## src/rtl/mpmc_pkg.sv

```systemverilog
`timescale 1ns / 1ps
`default_nettype none
// ----------------------------------------------------------------------------
// Multi-pattern match counter package
// Shared field widths, mode and status codes, and the queued item type.
// ----------------------------------------------------------------------------
package mpmc_pkg;

    localparam int MODE_W   = 3;
    localparam int SYMBOL_W = 5;
    localparam int QID_W    = 8;
    localparam int PID_W    = 8;
    localparam int MATCH_W  = 32;
    localparam int STATUS_W = 2;

    localparam logic [MODE_W-1:0] MODE_CLEAR   = 3'd0;
    localparam logic [MODE_W-1:0] MODE_PATTERN = 3'd1;
    localparam logic [MODE_W-1:0] MODE_BUILD   = 3'd2;
    localparam logic [MODE_W-1:0] MODE_TEXT    = 3'd3;
    localparam logic [MODE_W-1:0] MODE_FINISH  = 3'd4;
    localparam logic [MODE_W-1:0] MODE_READ    = 3'd5;

    localparam logic [STATUS_W-1:0] ST_OK   = 2'd0;
    localparam logic [STATUS_W-1:0] ST_FULL = 2'd1;
    localparam logic [STATUS_W-1:0] ST_NOID = 2'd2;
    localparam logic [STATUS_W-1:0] ST_BAD  = 2'd3;

    typedef enum logic [2:0] {
        OP_CLEAR,
        OP_PATTERN,
        OP_BUILD,
        OP_TEXT,
        OP_FINISH,
        OP_READ,
        OP_BAD
    } op_t;

    typedef enum logic [1:0] {
        PH_LOAD,
        PH_SCAN,
        PH_DONE
    } phase_t;

    typedef struct packed {
        op_t                 op;
        logic [SYMBOL_W-1:0] symbol;
        logic                last;
        logic [QID_W-1:0]    query_id;
    } item_t;

endpackage
`default_nettype wire

```

## src/rtl/mpmc_queue.sv

```systemverilog
`timescale 1ns / 1ps
`default_nettype none
// ----------------------------------------------------------------------------
// Item queue
// Two-entry queue that decouples the front end from the back end.
// ----------------------------------------------------------------------------
module mpmc_queue
    import mpmc_pkg::*;
(
    input  wire logic  clk,
    input  wire logic  rst_n,
    input  wire logic  push,
    input  item_t      push_item,
    output logic       full,
    input  wire logic  pop,
    output logic       valid,
    output item_t      item
);

    item_t       slot_reg [2];
    logic        wr_ptr_reg, wr_ptr_next;
    logic        rd_ptr_reg, rd_ptr_next;
    logic [1:0]  count_reg, count_next;
    logic        do_pop;

    assign full   = (count_reg == 2'd2);
    assign valid  = (count_reg != 2'd0);
    assign item   = slot_reg[rd_ptr_reg];
    assign do_pop = pop && valid;

    always_comb
    begin
        wr_ptr_next = push ? !wr_ptr_reg : wr_ptr_reg;
        rd_ptr_next = do_pop ? !rd_ptr_reg : rd_ptr_reg;
        count_next  = count_reg + 2'(push) - 2'(do_pop);
    end

    always_ff @(posedge clk or negedge rst_n)
    begin
        if (!rst_n)
        begin
            wr_ptr_reg <= 1'b0;
            rd_ptr_reg <= 1'b0;
            count_reg  <= 2'd0;
        end
        else
        begin
            wr_ptr_reg <= wr_ptr_next;
            rd_ptr_reg <= rd_ptr_next;
            count_reg  <= count_next;
        end
    end

    always_ff @(posedge clk)
    begin
        if (push)
        begin
            slot_reg[wr_ptr_reg] <= push_item;
        end
    end

endmodule
`default_nettype wire

```

## config.mk

```make
export PLATFORM = sky130hd
export DESIGN_NAME = mpmc_queue
export DESIGN_NICKNAME = d
export VERILOG_FILES = /design/src/rtl/mpmc_pkg.sv /design/src/rtl/mpmc_queue.sv
export SDC_FILE = /design/constraint.sdc
export NUM_CORES = 1
export LEC_CHECK = 0
export ABC_AREA = 1
export BUFFER_PORTS_ARGS = -buffer_cell sky130_fd_sc_hd__clkbuf_2
export CAP_MARGIN = 20
export CORE_AREA = 2 2 58 60
export CTS_BUF_LIST = sky130_fd_sc_hd__clkbuf_8
export DETAILED_ROUTE_END_ITERATION = 6
export DIE_AREA = 0 0 60 62
export GPL_ROUTABILITY_DRIVEN = 0
export PLACE_DENSITY = 0.77
export SETUP_SLACK_MARGIN = 0.2
export SYNTH_ARGS = -nofsm -noshare
export SYNTH_HDL_FRONTEND = slang
export SYNTH_SLANG_ARGS = --single-unit
```

## constraint.sdc

```tcl
create_clock -name clk -period 2.1 [get_ports clk]
set_input_delay 0.105 -clock clk [delete_from_list [all_inputs] [get_ports clk]]
set_output_delay 0.105 -clock clk [all_outputs]
set_load 0.1 [all_outputs]
```

Word level (Yosys, flattened, before mapping)
Memories as Yosys holds them, arrays and structs flattened.
Index checks and enable logic that the tools add are counted.
- latch bits: 0
- input bits: 21
- output and inout bits: 19
- RAM bits: 34
- register bits: 4
- memories kept: 1
- memory bits (read-only): 0
- word-level logic and storage cells: 13
- memories (name ; depth ; bits a word ; rd ports ; clocked after Yosys merged registers in ; write ports ; line ; RTL):
    slot_reg ; 2 ; 17 ; 1 ; 0 ; 1 ; mpmc_queue.sv:20 ; item_t slot_reg [2];
- bitwise operators: 0
- div/mod/pow operators: 0
- multiply operators: 0
- add/sub/neg operators: 2
- reductions and logical operators: 4
- shifts and indexed selects: 0
- magnitude comparators: 0
- mux-type cells: 2
- equal/unequal tests: 1
- operators with widths (kind ; count):
    $add A2 B1 Y2 ; 1
    $eq A2 B2 Y1 const B ; 1
    $logic_not A1 Y1 ; 2
    $mux W1 ; 2
    $reduce_bool A2 Y1 ; 1
    $sub A2 B1 Y2 ; 1
    $logic_and A1 B1 Y1 ; 1

Logic depth before layout (Yosys ltp)
Gate-level depths: netlist of run 1.
- word-level depth: 3
- mapped depth: 10
- mapped depth without buffers: 10

Worst setup path after synthesis of run 1
OpenSTA, ideal clock, no wires.
- path type: register to register
- from: register count_reg[1]
- to: register count_reg[1]
- stages on the path, launching flop included: 10
- arrival time: 1886 ps
- slack: 98 ps
- library setup time: 116 ps
- cell sequence: dfrtp_1 inv_1 nand2_1 nand2_1 inv_1 ha_1 inv_1 ha_1 nand3_1 nand2_1
- word-level cells in the longest chain between the ends: 3
- elaborated cells on any way between the ends: 4
- classes of those cells: add/sub (2); reduce/logical (2)
- RTL lines (item ; line ; RTL):
    start, declared ; mpmc_queue.sv:23 ; logic [1:0] count_reg, count_next;
    start signal, assigned ; mpmc_queue.sv:50 ; count_reg <= count_next;
    $reduce_bool A2 Y1 ; mpmc_queue.sv:27 ; assign valid = (count_reg != 2'd0);
    via valid ; mpmc_queue.sv:16 ; output logic valid,
    $logic_and A1 B1 Y1 ; mpmc_queue.sv:29 ; assign do_pop = pop && valid;
    via do_pop ; mpmc_queue.sv:24 ; logic do_pop;
    $sub A2 B1 Y2 ; mpmc_queue.sv:35 ; count_next = count_reg + 2'(push) - 2'(do_pop);
    via count_next[1] ; mpmc_queue.sv:23 ;
The timed path passes the listed nets, and every way through them passes these cells.
A chain may end at the register's enable or synchronous reset.

==> results of run 1 <==
[layer usage]
metal,up-vias,global-route usage [%]
met3,4,4.555
met4,0,9.524
met1,451,17.57
li1,478,-
met2,35,26.24
met5,-,0
[cell type report]
| cell class | count | area [µm²] | area share (%) |
|---|---|---|---|
| Tap cell | 46 | 57.56 | 3.104 |
| Sequential cell | 38 | 1122 | 60.53 |
| Clock buffer | 5 | 68.82 | 3.711 |
| Clock inverter | 3 | 11.26 | 0.6073 |
| Multi-Input combinational cell | 68 | 295.3 | 15.92 |
| Inverter | 9 | 41.29 | 2.227 |
| Timing Repair Buffer | 44 | 257.7 | 13.90 |
[layout by cell type (no fill, tap or decap), drive strengths merged]
| cell | n |
|---|---|
| buf | 1 |
| clkbuf | 44 |
| clkinv | 3 |
| dfrtp | 4 |
| dlygate4sd3 | 4 |
| edfxtp | 34 |
| ha | 2 |
| inv | 9 |
| nand2 | 61 |
| nand3 | 2 |
| nor2 | 2 |
| xor2 | 1 |
[cell families (layout without fill, tap and decap cells)]
group,count (synthesis),after routing,share of synthesized area [%]
adders and majority gates,2,2,1.680
xor gates and xnor gates,1,1,0.5883
and+or+nand+nor,65,65,17.40
DFF,38,38,75.29
buffers and inverters,12,61,5.042
[per-stage QoR]
stage | setup WS, ps | hold slack [ps] | instances | instance area [µm²]
after CTS | 200.6 | 1.675 | 212 | 1843
after global routing | 284.8 | 0.5000 | 213 | 1854
final | 374.3 | 5.530 | 213 | 1854
after floorplan | 354.1 | -190.6 | 118 | 1491
after global placement | 521.0 | -80.80 | 201 | 1718
after detailed placement | 493.1 | -76.15 | 201 | 1718
[worst reg2reg max path, cell delays in order (launching register included)]
cell and delay [ps]:
dfrtp_1 380, inv_1 110, nand2_2 70, nand2_1 90
inv_1 60, ha_1 270, inv_1 40, ha_1 190
nand3_1 100, nand2_1 60
[what timing repair did]
item	CTS	global route
resized for setup	6	1
hold buffers	3	1
hold endpoints to repair	8	2
setup endpoints to repair	6	12
[final timing paths]
check                                 end  slack (ps)         start
min in group asynchronous      wr_ptr_reg         160         rst_n
max reg2reg                  count_reg[1]         620  count_reg[1]
min reg2reg                    wr_ptr_reg         500    wr_ptr_reg
max                               item[7]         370    rd_ptr_reg
max in group asynchronous      rd_ptr_reg        1800         rst_n
min                        slot_reg[0][3]           6  push_item[3]
==> summary.txt, run 1 <==
Area Overhead vs Synth = 24.54%
CP Data Required Time = 2000 ps
First-iteration detailed-routing DRC count = 37
Stages on the worst setup path = 4
Min-delay worst type = primary input to register
Via density = 4.545
Worst path bufs/invs = 2
Largest register FFs = 34
Cell area after synthesis = 1489 µm²
Synth top area cells = edfxtp_1, nand2_1, dfrtp_1
Most frequent cell after synthesis = nand2_1
Root Driver = clkbuf_8
Syn. warnings = 0
Clk slew on worst S/H paths = 70 ps
Routed length on met2 = 1278 µm
Final setup TNS = 0 ps
Synthesized net count = 141
Number of port buffers = 39
M1 WL = 1105 µm
Vias in the first global route = 960
Count of cell types in the netlist = 13
Sequential-to-total area share from yosys stat = 75.29%
#FFs+latches synth = 38
Routed vias = 968
Most used DFF post-synth = edfxtp_1
H-tree depth = 2
CTS max path bufs = 2
Gr usage total = 15.57%
Clk sink count = 38
Average size of a mapped cell = 12.62 µm²
Layout cells sized above 1 = 31.74%
CTS tree = built
Site Rows = 21
Status = finished clean
Initial core utilization = 46.83%
Pin count of the biggest net entering global routing = 20
Chip height = 62 µm
Worst R2R Path Depth = 9
Clock skew = 2.021 ps
Slowest Stage Delay on Critical Path = 560 ps
Top Metal Used = met4
Worst EP arrival = 1620 ps
Final Core Density = 58.32%
Fillers = 265
1st-pass router iterations = 4
Slew headroom = 54.14%
Final Cycle Share = 82.18%
Chip width = 60 µm
Max FO, Critical Path = 19
Area leader, netlist = edfxtp_1
Max Slew Vio Count = 0
Num CTS Buffers = 5
Commonest cells post-synth = nand2_1, edfxtp_1, inv_1, nand2_2, dfrtp_1
DR WL/cell = 12.19 µm
Overall die area = 3720 µm²
WL final = 2597 µm
Startpoint types = register
Slowest CP cell = dfrtp_2
Share of the synthesized area in the top cell type = 68.57%
Critical Path, Cell by Cell = inv_8, nand2_1, nand2_1, clkbuf_2
Clock latency on the worst-skew pair = 280 ps
Post-Synthesis Cells = 118
Drt drc = 0
Hold path cells = 1
CP Capture Type = primary output
Nets = 189
Post-synth EDFFs = 34
Final Hold Violating Endpoints = 0
HPWL Detailed = 1707 µm
Crit path kind = register to primary output
Ys async rst share = 10.53%
First-pass GRT wire length = 3974 µm
RSZ-0062 raised after global routing = false
Slew @ Worst Pin = 687.2 ps
Core ar. = 3179 µm²
Global route overflow = 0
Most used cell, CP = nand2_1
# setup viols final = 0
ANT cells = 0
Metal3 WL = 174 µm
Post-layout minimum cycle time = 1726 ps
Antenna violations before repair = 0
ANT nets after route = 0
Max-cap violations = 0
Setup bufs post-CTS = 0
Max frequency = 0.5795 GHz
Num ports = 40
CP delay by family, top = buffers and inverters
Power of run 1 is left out: the tool's default activity adds up to more than one toggle a clock period on the data nets, which glitch-free logic cannot reach.
==> run 2: changes to the inputs <==
==> constraint.sdc (replaced) <==
create_clock -name clk -period 1.6 [get_ports clk]
set_input_delay 0.08 -clock clk [delete_from_list [all_inputs] [get_ports clk]]
set_output_delay 0.08 -clock clk [all_outputs]
set_load 0.1 [all_outputs]
==> summary.txt, run 2 (synthesized netlist as in run 1, its figures left out) <==
Pin count of the biggest net entering global routing = 19 (-5.0%)
ANT nets after route = 0 (unchanged)
Final Hold Violating Endpoints = 0 (unchanged)
Slowest CP cell = dfrtp_2
CTS max path bufs = 2 (unchanged)
Status = finished clean
Vias in the first global route = 1151 (+20%)
Area Overhead vs Synth = 60.42%
WL final = 3097 µm (+19%)
Worst EP arrival = 1290 ps (-330 ps)
Routed vias = 1071 (+11%)
HPWL Detailed = 1987 µm (+16%)
DR WL/cell = 13.24 µm (+8.6%)
Clock latency on the worst-skew pair = 290 ps (about the same)
Chip height = 62 µm (unchanged)
Commonest non-fill, non-tap cells in the layout = nand2_1, edfxtp_1, clkbuf_2, dlygate4sd3_1, buf_12
Number of port buffers = 39 (unchanged)
Max-cap violations = 0 (unchanged)
Hold Slack = 46.31 ps (+40.78 ps)
# setup viols final = 0 (unchanged)
RSZ-0062 raised after global routing = true
Most common cell after layout, fill and taps aside = nand2_1
Min-delay worst type = primary input to register
Global route overflow = 0 (unchanged)
CTS tree = built
1st-pass router iterations = 4 (unchanged)
Most used cell, CP = nand2_1
Antenna violations before repair = 0 (unchanged)
Dpl cells = 204 (+1.5%)
Max FO, Critical Path = 18 (-1)
Max frequency = 0.7324 GHz
Largest register FFs = 34 (unchanged)
Max Slew Vio Count = 0 (unchanged)
Via density = 4.577 (+0.71%)
Post-layout minimum cycle time = 1365 ps
Site Rows = 21 (unchanged)
Critical Path, Cell by Cell = inv_8, nand2_1, nand2_1, buf_12
Clk slew on worst S/H paths = 70 ps (about the same)
First-pass GRT wire length = 4802 µm (+21%)
CP Capture Type = primary output
Final Cycle Share = 85.34%
Placed Area = 2036 µm² (+18%)
Crit path kind = register to primary output
Slew @ Worst Pin = 548.4 ps (-138.8 ps)
Startpoint types = register
Design area = 2389 µm² (+29%)
Clock skew = 8.065 ps (+6.043 ps)
CP delay by family, top = flip-flops
Overall die area = 3720 µm² (unchanged)
Chip width = 60 µm (unchanged)
Layout cells sized above 1 = 43.62% (+12 points)
Root Driver = clkbuf_8
Drt drc = 0 (unchanged)
Initial core utilization = 46.83% (unchanged)
Final Instance Count excl. Fillers = 234 (+9.9%)
Gr usage total = 18.68% (+3.1 points)
Slowest Stage Delay on Critical Path = 470 ps (-90 ps)
First-iteration detailed-routing DRC count = 39 (+5.4%)
Slew headroom = 63.60% (+9.5 points)
CP Data Required Time = 1520 ps (-480 ps)
ANT cells = 0 (unchanged)
Clk sink count = 38 (unchanged)
Core ar. = 3179 µm² (unchanged)
Num ports = 40 (unchanged)
H-tree depth = 2 (unchanged)
Nets = 210 (+11%)
Num CTS Buffers = 5 (unchanged)
Worst path bufs/invs = 2 (unchanged)
==> run 2: cell types whose count changed in the layout (fill, tap and decap cells not counted), moves of 2 or more <==
cell           previous run  this run
ha_4                      0         2
buf_12                    0        18
inv_2                     0         4
dlygate4sd3_1             4        18
nand2_1                  55        44
clkbuf_2                 33        21
clkinv_1                  3         0
buf_4                     1         7
inv_1                     8         4
nand2_2                   6        17
clkbuf_4                  6         0
clkinv_2                  0         2
ha_1                      2         0
==> run 2: cell type report <==
type / count / area [µm²]
fill: 218 / 790.8
multi-input combinational: 68 / 355.3
clock buffer: 5 / 68.82
tap: 46 / 57.56
clock inverter: 3 / 40.04
sequential: 38 / 1122
timing repair buffer: 65 / 703.2
inverter: 9 / 41.29
==> run 2: what timing repair did <==
| item | in CTS | in global routing |
|---|---|---|
| setup buffers | 3 | 1 |
| endpoints found under the setup margin | 18 | 13 |
| hold endpoints to repair | 38 | 0 |
| hold buffers | 18 | 0 |
| resized for setup | 4 | 7 |
| pin swaps | 0 | 4 |
==> run 2: worst min-delay path: stages <==
cell	delay, ps
clkbuf_2	90
nand3_1	70
nand2_1	50
==> run 2: worst paths after layout <==
| path | from | end | slack [ps] | cells after the start |
|---|---|---|---|---|
| min in group asynchronous | rst_n | count_reg[1] | 130 | 2 |
| max in group asynchronous | rst_n | rd_ptr_reg | 1330 | 2 |
| setup / recovery | rd_ptr_reg | item[0] | 230 | 4 |
| setup reg to reg | count_reg[0] | count_reg[1] | 250 | 9 |
| hold reg to reg | wr_ptr_reg | wr_ptr_reg | 510 | 1 |
| hold / removal | pop | rd_ptr_reg | 50 | 3 |
==> run 2: stage by stage <==
stage	TNS [ps]	worst slack, ps	utilization [%]
final	0	234.6	75.13
after global routing	0	160.6	75.13
after CTS	0	207.5	73.95
after detailed placement	0	178.8	64.03
after global placement	0	270.0	64.03
after floorplan	-294.4	-120.9	-
==> run 2: metal layers <==
| metal | vias to the layer above | share of wire [%] | GRT usage [%] | wire [µm] |
|---|---|---|---|---|
| met5 | - | 0 | 0 | 0 |
| met4 | 0 | 1.7 | 7.619 | 53 |
| met3 | 6 | 6.7 | 7.660 | 209 |
| met2 | 40 | 52 | 31.99 | 1613 |
| met1 | 503 | 39 | 20.84 | 1221 |
| li1 | 522 | - | - | - |
Power of run 2 is left out for the same reason.
==> run 3: changes to the inputs <==
--- a/config.mk
+++ b/config.mk
@@ -13,7 +13,7 @@
 export DETAILED_ROUTE_END_ITERATION = 6
 export DIE_AREA = 0 0 60 62
 export GPL_ROUTABILITY_DRIVEN = 0
-export PLACE_DENSITY = 0.77
+export PLACE_DENSITY = 0.76
 export SETUP_SLACK_MARGIN = 0.2
 export SYNTH_ARGS = -nofsm -noshare
 export SYNTH_HDL_FRONTEND = slang
==> summary.txt, run 3 (synthesized netlist as in run 1, its figures left out) <==
Status = finished clean
CP Data Required Time = 1520 ps (about the same)
Clock skew = 8.698 ps (+0.6332 ps)
CTS max path bufs = 2 (unchanged)
Nets = 223 (+6.2%)
Chip height = 62 µm (unchanged)
Gr usage total = 18.93% (+0.25 points)
First-pass GRT wire length = 4961 µm (+3.3%)
Hold path cells = 1 (-2)
CTS tree = built
H-tree depth = 2 (unchanged)
Pre-CTS WS = 142.6 ps (-36.13 ps)
ANT cells = 0 (unchanged)
DR WL/cell = 14.71 µm (+11%)
Routed vias = 1162 (+8.5%)
Clock latency on the worst-skew pair = 290 ps (about the same)
WL final = 3633 µm (+17%)
# setup viols final = 0 (unchanged)
Min-delay worst type = primary input to register
Final worst slack = 148.8 ps (-85.75 ps)
CP Capture Type = primary output
Overall die area = 3720 µm² (unchanged)
Area Overhead vs Synth = 72.27%
Num ports = 40 (unchanged)
Commonest non-fill, non-tap cells in the layout = nand2_2, edfxtp_1, clkbuf_2, nand2_1, buf_12
Slew headroom = 64.18% (+0.58 points)
Chip width = 60 µm (unchanged)
Startpoint types = register
Crit path kind = register to primary output
Clk slew on worst S/H paths = 70 ps (about the same)
Via density = 4.704 (+2.8%)
Number of port buffers = 39 (unchanged)
HPWL Detailed = 1991 µm (+0.23%)
Site Rows = 21 (unchanged)
Worst R2R Path Depth = 10 (+1)
Initial core utilization = 46.83% (unchanged)
Max FO, Critical Path = 6 (-12)
Largest register FFs = 34 (unchanged)
Vias in the first global route = 1098 (-4.6%)
1st-pass router iterations = 4 (unchanged)
Core ar. = 3179 µm² (unchanged)
RSZ-0062 raised after global routing = true
Final Hold Violating Endpoints = 0 (unchanged)
Most common cell after layout, fill and taps aside = nand2_2
First-iteration detailed-routing DRC count = 50 (+28%)
Clk sink count = 38 (unchanged)
Root Driver = clkbuf_8
Antenna violations before repair = 0 (unchanged)
Drt drc = 0 (unchanged)
Max frequency = 0.6891 GHz (-5.9%)
Post-layout minimum cycle time = 1451 ps (+85.75 ps)
Num CTS Buffers = 5 (unchanged)
Pin count of the biggest net entering global routing = 19 (unchanged)
Global route overflow = 0 (unchanged)
Max-cap violations = 0 (unchanged)
Worst EP arrival = 1370 ps (+80 ps)
Max Slew Vio Count = 0 (unchanged)
Slew @ Worst Pin = 539.6 ps (-8.773 ps)
ANT nets after route = 0 (unchanged)
Final Cycle Share = 90.70% (+5.4 points)
Layout cells sized above 1 = 58.71% (+15 points)
Final setup TNS = 0 ps (unchanged)
[run 3: final cells by class]
cell class	instances	area, µm²
clock inverter	3	12.51
clock buffer	5	68.82
sequential	38	1122
timing repair inverter	2	25.02
fill	165	614.3
multi-input combinational	68	430.4
inverter	9	46.29
timing repair buffer	76	802.0
tap	46	57.56
[run 3: path summary, 6_finish.rpt]
| check | start | endpoint | slack (ps) |
|---|---|---|---|
| setup / recovery | rd_ptr_reg | item[4] | 150 |
| hold / removal | push_item[9] | slot_reg[1][9] | 10 |
| setup reg to reg | count_reg[1] | count_reg[1] | 250 |
| hold reg to reg | wr_ptr_reg | wr_ptr_reg | 550 |
| max in group asynchronous | rst_n | rd_ptr_reg | 1330 |
| min in group asynchronous | rst_n | count_reg[0] | 130 |
[run 3: timing repair]
item                                    in CTS  in global routing
setup buffers                                4                 12
cloned                                       0                  2
endpoints found under the setup margin      19                 19
hold endpoints to repair                    34                  0
hold buffers                                16                  0
pin swaps                                    3                 15
gates resized for setup                      9                 43
[run 3: critical path, cell delays in order (launching register included)]
cell     delay (ps)
dfrtp_2         480
buf_6           140
buf_8           130
nand2_2          80
nand2_2          80
buf_12          170
[run 3: stage by stage]
stage	cell area, µm²	hold WS (ps)	cells	util, %
3_3_place_gp	2031	-109.9	205	63.87
6_report	2565	13.39	247	80.68
2_1_floorplan	1519	-215.6	118	-
4_1_cts	2331	0.6468	233	73.32
3_5_place_dp	2031	-104.1	205	63.87
5_1_grt	2565	2.963	247	80.68
[run 3: layer usage]
layer / vias to the layer above / global-route usage (%) / part of all wire, %
met5: - / 0 / 0
met1: 555 / 20.89 / 38
met4: 0 / 4.762 / 2.4
met3: 10 / 6.211 / 5.5
met2: 51 / 35.25 / 54
li1: 546 / - / -
Power of run 3 is left out for the same reason.
